File: config.mk
export PLATFORM = sky130hd
export DESIGN_NAME = vna_norm
export DESIGN_NICKNAME = d
export VERILOG_FILES = /design/src/rtl/core/vna_pkg.sv /design/src/rtl/core/vna_norm.sv
export SDC_FILE = /design/constraint.sdc
export NUM_CORES = 2
export LEC_CHECK = 0
export BUFFER_PORTS_ARGS = -buffer_cell sky130_fd_sc_hd__buf_2
export CAP_MARGIN = 10
export CORE_UTILIZATION = 29
export CTS_CLUSTER_DIAMETER = 120
export DETAILED_ROUTE_END_ITERATION = 10
export GPL_TIMING_DRIVEN = 0
export PLACE_DENSITY = 0.5
export REMOVE_ABC_BUFFERS = 1
export SLEW_MARGIN = 0
export SYNTH_ARGS = -nofsm -noshare
export SYNTH_HDL_FRONTEND = slang
export SYNTH_SLANG_ARGS = --single-unit
export TNS_END_PERCENT = 5
File: constraint.sdc
create_clock -name clk -period 17.55 [get_ports clk]
set_input_delay 3.51 -clock clk [delete_from_list [all_inputs] [get_ports clk]]
set_output_delay 3.51 -clock clk [all_outputs]
set_load 0.005 [all_outputs]
File: src/rtl/core/vna_pkg.sv
// package: shared widths, opcodes, status codes and request/result types
package vna_pkg;

  localparam int MaxVerts = 1024;
  localparam int IdxW = 10;
  localparam int PosW = 16;
  localparam int SumW = 48;
  localparam int NormW = 16;

  localparam logic [1:0] OP_LOAD = 2'd0;
  localparam logic [1:0] OP_ADD  = 2'd1;
  localparam logic [1:0] OP_READ = 2'd2;
  localparam logic [1:0] OP_RSVD = 2'd3;

  localparam logic [1:0] ST_OK     = 2'd0;
  localparam logic [1:0] ST_UNLOAD = 2'd1;
  localparam logic [1:0] ST_ZERO   = 2'd2;

  localparam logic signed [SumW-1:0] SumMax = {1'b0, {(SumW-1){1'b1}}};
  localparam logic signed [SumW-1:0] SumMin = {1'b1, {(SumW-1){1'b0}}};

  typedef struct packed {
    logic [1:0]             opcode;
    logic [IdxW-1:0]        vertex_index;
    logic signed [PosW-1:0] pos_x;
    logic signed [PosW-1:0] pos_y;
    logic signed [PosW-1:0] pos_z;
    logic [IdxW-1:0]        corner_a;
    logic [IdxW-1:0]        corner_b;
    logic [IdxW-1:0]        corner_c;
  } req_t;

  typedef struct packed {
    logic signed [NormW-1:0] norm_x;
    logic signed [NormW-1:0] norm_y;
    logic signed [NormW-1:0] norm_z;
    logic [1:0]              status;
  } res_t;

endpackage

File: src/rtl/core/vna_norm.sv
// normalizer: scale three 48-bit sums to a Q1.14 unit vector, bit-serial search
module vna_norm
  import vna_pkg::*;
(
  input  logic                    clk,
  input  logic                    rst,
  input  logic                    start,
  input  logic signed [SumW-1:0]  sx,
  input  logic signed [SumW-1:0]  sy,
  input  logic signed [SumW-1:0]  sz,
  output logic                    done,
  output logic                    zero,
  output logic signed [NormW-1:0] qx,
  output logic signed [NormW-1:0] qy,
  output logic signed [NormW-1:0] qz
);

  localparam logic [2:0] N_IDLE  = 3'd0;
  localparam logic [2:0] N_SHIFT = 3'd1;
  localparam logic [2:0] N_SQ    = 3'd2;
  localparam logic [2:0] N_LIM   = 3'd3;
  localparam logic [2:0] N_SQT   = 3'd4;
  localparam logic [2:0] N_CMP   = 3'd5;
  localparam logic [2:0] N_DONE  = 3'd6;

  logic [2:0]  state;
  logic [SumW-1:0] mag [3];
  logic [2:0]  sgn;
  logic [1:0]  comp;
  logic [3:0]  bitpos;
  logic [14:0] q;
  logic [33:0] ssum;
  logic [61:0] lim;
  logic [31:0] tt;
  logic [14:0] qres [3];

  logic [SumW-1:0] mx;
  logic [14:0] trial;
  logic [15:0] t;
  logic [15:0] sq_in;
  logic [31:0] sq;
  logic [65:0] lhs;
  logic        fit;

  // one shared squarer, then the product compare of the search step
  always_comb begin
    mx = mag[0] | mag[1] | mag[2];
    trial = q | (15'd1 << bitpos);
    t = {trial, 1'b0} - 16'd1;
    sq_in = (state == N_SQT) ? t : mag[comp][15:0];
    sq = 32'(sq_in) * 32'(sq_in);
    lhs = 66'(tt) * 66'(ssum);
    fit = (trial <= 15'd16384) && (lhs <= 66'(lim));
  end

  always_ff @(posedge clk) begin
    if (rst) begin
      state <= N_IDLE;
      done <= 1'b0;
    end else begin
      done <= 1'b0;
      case (state)
        N_IDLE: begin
          if (start) begin
            mag[0] <= sx[SumW-1] ? SumW'(-sx) : sx;
            mag[1] <= sy[SumW-1] ? SumW'(-sy) : sy;
            mag[2] <= sz[SumW-1] ? SumW'(-sz) : sz;
            sgn <= {sz[SumW-1], sy[SumW-1], sx[SumW-1]};
            state <= N_SHIFT;
          end
        end
        // shift all magnitudes right until the or-ed max fits 16 bits
        N_SHIFT: begin
          if (mx == '0) begin
            zero <= 1'b1;
            qx <= '0; qy <= '0; qz <= '0;
            done <= 1'b1;
            state <= N_IDLE;
          end else if (mx[SumW-1:16] != '0) begin
            mag[0] <= mag[0] >> 1;
            mag[1] <= mag[1] >> 1;
            mag[2] <= mag[2] >> 1;
          end else begin
            zero <= 1'b0;
            ssum <= '0;
            comp <= 2'd0;
            state <= N_SQ;
          end
        end
        // accumulate squares one component a cycle
        N_SQ: begin
          ssum <= ssum + 34'(sq);
          if (comp == 2'd2) begin
            comp <= 2'd0;
            state <= N_LIM;
          end else begin
            comp <= comp + 2'd1;
          end
        end
        // limit m^2*2^30 for the current component
        N_LIM: begin
          lim <= {sq, 30'd0};
          q <= '0;
          bitpos <= 4'd14;
          state <= N_SQT;
        end
        // square 2*trial-1, trial being q with the trial bit set
        N_SQT: begin
          tt <= sq;
          state <= N_CMP;
        end
        // binary search for the largest q with (2q-1)^2*s <= m^2*2^30
        N_CMP: begin
          if (bitpos == 4'd0) begin
            qres[comp] <= fit ? trial : q;
            if (comp == 2'd2) begin
              state <= N_DONE;
            end else begin
              comp <= comp + 2'd1;
              state <= N_LIM;
            end
          end else begin
            if (fit) q <= trial;
            bitpos <= bitpos - 4'd1;
            state <= N_SQT;
          end
        end
        N_DONE: begin
          qx <= sgn[0] ? -NormW'(qres[0]) : NormW'(qres[0]);
          qy <= sgn[1] ? -NormW'(qres[1]) : NormW'(qres[1]);
          qz <= sgn[2] ? -NormW'(qres[2]) : NormW'(qres[2]);
          done <= 1'b1;
          state <= N_IDLE;
        end
        default: state <= N_IDLE;
      endcase
    end
  end

  a_done_pulse: assert property (@(posedge clk) disable iff (rst) done |=> !done)
    else $error("normalizer done held");
  a_idle_done: assert property (@(posedge clk) disable iff (rst)
    done |-> state == N_IDLE)
    else $error("done outside idle");
  a_q_range: assert property (@(posedge clk) disable iff (rst)
    (state == N_CMP) |-> q <= 15'd16384)
    else $error("q out of range");

endmodule

After elaboration in Yosys (flattened, before gate mapping)

Memories as Yosys holds them, arrays and structs flattened. A register that Yosys moved wholly into a read port is not among the register bits.
Cells that the tools add are included.

$add $sub $neg: 10
Multipliers: 2
Order comparisons: 2
Equal/unequal tests: 17
Shift-type cells: 1
Multiplexer cells: 52
Bitwise logic cells: 7
Reduce and logical (&&, ||, !) cells: 18

Operator list:

| operator                                                             | number |
|---|---|
| 48-bit 2-to-1 mux                                                    | 6 |
| 48-bit negator                                                       | 3 |
| 48-bit OR                                                            | 2 |
| 16-bit one-hot mux with 2 select lines                               | 3 |
| 16-bit 2-to-1 mux                                                    | 5 |
| 34-bit 2-to-1 mux                                                    | 2 |
| 34-bit one-hot mux with 2 select lines                               | 1 |
| 66-bit by 62-bit less-or-equal comparator with 1-bit output          | 1 |
| 32-bit by 34-bit multiplier with 66-bit output                       | 1 |
| 48-bit zero test                                                     | 1 |
| 15-bit negator with 16-bit output                                    | 3 |
| 34-bit by 32-bit adder with 34-bit output                            | 1 |
| 16-bit by 16-bit multiplier with 32-bit output                       | 1 |
| 32-bit nonzero test                                                  | 1 |
| 15-bit 2-to-1 mux                                                    | 2 |
| 15-bit one-hot mux with 2 select lines                               | 1 |
| 3-bit 2-to-1 mux                                                     | 6 |
| 2-bit inequality test, second input constant                         | 9 |
| 3-bit one-hot mux with 6 select lines                                | 1 |
| 16-bit by 1-bit subtractor with 16-bit output, second input constant | 1 |
| 15-bit less-or-equal comparator, second input constant               | 1 |
| 1-bit 2-to-1 mux                                                     | 15 |
| 15-bit OR                                                            | 1 |
| 3-bit AND reduction                                                  | 5 |
| 23 further kinds                                                     | 36 |

Bits in registers: 175
Memory bits (writable): 189
Bits of input ports: 147
Word-level logic and storage cells: 124
Memories kept: 2

Memory list:

| memory | words | width | rd ports | clocked after memory_dff | wr ports | line           | text |
|---|---|---|---|---|---|---|---|
| mag    | 3     | 48    | 4        | 1                        | 3        | vna_norm.sv:27 | `logic [SumW-1:0] mag [3];` |
| qres   | 3     | 15    | 3        | 0                        | 1        | vna_norm.sv:35 | `logic [14:0] qres [3];` |

Depth between registers and ports, before layout

An unclocked memory read counts as a cell.

Depth in word-level cells: 10
Depth in mapped cells: 45
Gate-level depth less buffers: 44

Worst setup path after synthesis

No wires, ideal clock.

Path kind: reg2reg
From: reg tt[17] (netlist name)
To: reg q[1], data pin
Library setup time: 169 ps
Data arrival time: 10567 ps
Required time: 17381 ps
Setup slack: 6814 ps
Cell stages (with the launch flop): 41
Path buffers: 4
Period minus slack after synthesis: 10736 ps
Cells stage by stage: edfxtp_1 > clkbuf_1 > clkbuf_1 > nand2_1 > fa_1 > fa_1 > fa_1 > inv_1 > fa_1 > inv_1 > fa_1 > fa_1 > fa_1 > fa_1 > inv_1 > ha_1 > clkbuf_1 > and3_1 > [... 5 more ...] > a21o_1 > o211ai_1 > o21ba_2 > o21ai_0 > xnor2_1 > ha_1 > nand4_1 > or3_1 > nor2_1 > nand4_1 > or4_1 > nor4_1 > nand4_1 > and4b_1 > a31oi_1 > or4_1 > clkbuf_1 > o31ai_1

RTL lines:

| what                 | line            | text |
|---|---|---|
| end signal, assigned | vna_norm.sv:123 | `if (fit) q <= trial;` |
| end, declared        | vna_norm.sv:31  | `logic [14:0] q;` |

Final worst setup path

From: reg ssum[22]
To: mem qres[0][11], data pin

Cells in the longest elaborated chain, start to end: 4

Ends and longest elaborated chain:

| what                                                        | line           | text |
|---|---|---|
| start, declared                                             | vna_norm.sv:32 | `logic [33:0] ssum;` |
| start signal, assigned                                      | vna_norm.sv:92 | `ssum <= ssum + 34'(sq);` |
| 32-bit by 34-bit multiplier with 66-bit output              | vna_norm.sv:52 | `lhs = 66'(tt) * 66'(ssum);` |
| 66-bit by 62-bit less-or-equal comparator with 1-bit output | vna_norm.sv:53 | `fit = (trial <= 15'd16384) && (lhs <= 66'(lim));` |
| 1-bit logical AND                                           | vna_norm.sv:53 |  |
| 15-bit 2-to-1 mux                                           | -              |  |
| end, declared                                               | vna_norm.sv:35 |  |

Every way passes these cells.

==> run summary <==
The share of synthesized area spent on multiplexers is 0.426%. Sequential cells were found to cover 17.7% of the synthesized design area. For this run, asynchronously set or reset flops after synthesis account for 0%. For the count of final max-slew check failures, the log shows 2.

The clock tree root driver cell was sky130_fd_sc_hd__clkbuf_16. The run gives 78 as the distinct cell type count after synthesis. The tools report the count of warnings emitted by yosys as 0. The checks that failed: max-slew violations.

Leftover overflow at the end of global routing: 0. The tools report the insertion delay to the later sink of the worst-skew pair as 570 ps. The tools report the number of failing setup endpoints in the final timing report as 0.

The number of placement rows is 168, and the placer congestion estimate is 0.907. STA classifies the critical path endpoint as a flop. The clock period could shrink to 14340 ps.

Number of hold violations in the final report: 0. The cell family with the largest share of critical-path delay is simple AND/OR/NAND/NOR gates. The data required time at the worst endpoint is 17870 ps.

After synthesis the cells add up to 61400 um^2. Entering global routing, the biggest net connects 64 pins. The synthesized design contains 358 enable-type register cells. The tools report the quantity of gates resized following cts as 0. The commonest cells after synthesis are sky130_fd_sc_hd__inv_1, sky130_fd_sc_hd__nand2_1, sky130_fd_sc_hd__fa_1. After clock tree synthesis, the clock-pin slew on the worst setup and hold paths is 70 ps.

The remaining antenna violation count after routing is 0, and the setup skew after layout is 25.8 ps. The region available for standard cell placement spans 210000 um^2. For this run, the slowest stage of the critical path takes 1100 ps. The run gives 2702 as the initial detailed-routing violation count.

The final net count is 8297, and the worst slew slack as a fraction of its limit is -5.88%. Number of antenna violations at the first check in global routing: 33. 197 I/O pins were placed. Among the stages of the critical path, the cell type that occurs most often is sky130_fd_sc_hd__fa_1.

For this run, design rule violations remaining after detail routing come to 0. Including well taps, the total number of placed cells is 9350. The die is 462 um tall. Across every metal layer, demand over resource in global routing totals 16.7%. For the worst setup path, the data arrival time is 14660 ps. Based on the critical path, the design can be clocked at up to 69.7 MHz. The global-route wire length before repair is 280 mm, and the simple-gate area share of the yosys netlist is 15.7%. The share of post-route cells with drive strength above 1 is 6.21%.

CTS built an H-tree with a depth of 2. For the pin with the worst max-slew slack, the measured transition is 1590 ps. Detailed routing inserted a total of 45200 vias. The number of hold buffers added after CTS was 0. Area fraction in compound gates after synthesis: 7.75%. TritonCTS built the clock tree. The slowest stage of the critical path belongs to the cell sky130_fd_sc_hd__or4_1. The area enclosed by the die boundary is 214000 um^2, and the maximum fanout along the worst path is 30.

The maximum buffer depth of the clock tree came out at 3. The critical path in this run is classified as reg -> reg. Summing the areas of all fa, ha and maj instances in the mapped netlist gives 45.0% of the synthesized area.

The run finished, with violations left. The final critical path takes up 81.7% of the cycle. Counting every instance in the synthesized netlist gives 6570. In the final routed layout, each cell accounts on average for 18.6 um. Counting both buffers and inverters, the worst setup path holds a total of 6.

For this design, the sink count on the clock tree is 364. The layout overhead on the synthesized area is 11.8%. Main combinational cell family by area after synthesis: adder cells.

In the post-synthesis netlist, the biggest area contributors are sky130_fd_sc_hd__fa_1, sky130_fd_sc_hd__edfxtp_1, sky130_fd_sc_hd__ha_1. The cell type with the largest total area after synthesis was sky130_fd_sc_hd__fa_1. In this run, CTS created clock tree buffers numbering 42. In this run the tool buffered the top-level ports with 196 buffer cells. In the post-synthesis netlist, the cell with the most instances is sky130_fd_sc_hd__inv_1. Measured along the x axis, the die boundary spans 462 um. The area share of xor/xnor cells in the synthesized design came out at 4.37%. The initial utilization of the core area, before any placement, comes to 29.2%. The via density per instance is 4.79. First-pass detailed-route iteration total: 5. Detailed placement finished with a half-perimeter wire length of 149 mm. The worst hold path belongs to the class reg -> reg.

The top cell type by area accounts for 35.3% of the synthesized area. Number of max-capacitance violations reported: 0. The most used flip-flop cell after synthesis was sky130_fd_sc_hd__edfxtp_1. The run gives 48000 as the via count of the first global-routing pass.

The average footprint of a synthesized cell is 9.34 um^2. The count of cells in the finished layout, fillers not included, comes to 9442. Setup repair after global routing left no endpoint under its margin. In this run the post-CTS setup repair buffer count came out at 0. The worst setup path is launched from a flop.

In this run, synthesis produced a sequential element count of 364. Wires add up to 176 mm.
==> final timing paths <==
| kind | cells past startpoint | to | slack, ps | startpoint |
|---|---|---|---|---|
| worst max-delay path | 36 | qres[0][11] | 3210 | ssum[22] |
| worst min-delay path | 2 | mag[2][46] | 560 | mag[2][47] |
| worst min register to register | 2 | mag[2][46] | 560 | mag[2][47] |
| worst max register to register | 36 | qres[0][11] | 3210 | ssum[22] |
==> cell usage in the layout (no fill, tap or decap), types with 33 or more instances in the layout <==
master,count
sky130_fd_sc_hd__buf_2,196
sky130_fd_sc_hd__o31ai_1,62
sky130_fd_sc_hd__a21o_1,68
sky130_fd_sc_hd__nor3_1,43
sky130_fd_sc_hd__nand4_1,43
sky130_fd_sc_hd__buf_16,81
sky130_fd_sc_hd__inv_1,1151
sky130_fd_sc_hd__fa_1,1083
sky130_fd_sc_hd__ha_1,474
sky130_fd_sc_hd__a21oi_1,160
sky130_fd_sc_hd__nand3_1,36
sky130_fd_sc_hd__o41ai_1,33
sky130_fd_sc_hd__nor4_1,60
sky130_fd_sc_hd__xor2_1,212
sky130_fd_sc_hd__o21ai_0,274
sky130_fd_sc_hd__clkbuf_16,43
sky130_fd_sc_hd__nor2_1,234
sky130_fd_sc_hd__edfxtp_1,358
sky130_fd_sc_hd__and2_1,362
sky130_fd_sc_hd__xnor2_1,94
sky130_fd_sc_hd__nand2_1,1108
==> final cells by class <==
type / count / area, um^2
fillers: 21600 / 141000
multi-input cells: 4723 / 45000
flip-flops and latches: 364 / 10900
inverters: 1155 / 4340
repair buffers: 307 / 3620
well taps: 2805 / 3510
clock buffers: 55 / 1120
clock inverters: 18 / 113
diodes: 15 / 37.5
==> routing by layer <==
| layer | share of wire, % | wire, um | track usage, % | vias to the layer above |
|---|---|---|---|---|
| met5 | 0.085 | 149 | 0 | - |
| met4 | 2.2 | 3900 | 3.44 | 22 |
| met3 | 5.5 | 9610 | 2.25 | 231 |
| met2 | 46 | 81000 | 27.4 | 1152 |
| met1 | 46 | 81100 | 23.5 | 23000 |
| li1 | - | - | - | 20800 |
==> state kept, by name, indices dropped and copies added, names as in the netlist, 16 cells and up, named ones only <==
register / cells
lim: 31
mag: 144
qres: 45
qx: 16
qy: 16
qz: 16
ssum: 34
tt: 31
==> cell families after synthesis <==
logic type	Yosys count
simple gates	2069
other cells	2
compound gates	762
xor+xnor	306
buf+inv	1483
mux	26
flops	364
fa+ha+maj	1558
==> worst reg2reg max path: cells and delay by family, from the launching register on <==
kind	cells	cell delay [ps]
AO/OA/AOI/OAI	5	2340
XOR/XNOR	1	180
adder cells (fa/ha/maj)	10	4920
flip-flops	1	1020
AND/OR/NAND/NOR	14	5090
buffers and inverters	6	540
==> per-stage QoR <==
stage | cell area (um^2) | setup TNS (ps) | util, % | setup WS [ps] | hold WS (ps)
6_report | 68600 | 0 | 32.7 | 3210 | 556
5_1_grt | 68600 | 0 | 32.7 | 2580 | 579
4_1_cts | 68500 | 0 | 32.6 | 2930 | 560
3_5_place_dp | 67300 | 0 | 32.0 | 3030 | 546
3_3_place_gp | 64600 | -52780 | 30.8 | -386 | 535
2_1_floorplan | 60200 | 0 | - | 4360 | 522
Power is not shown: default switching activity piles up to over one toggle a cycle in this logic, so the estimate is an artifact.
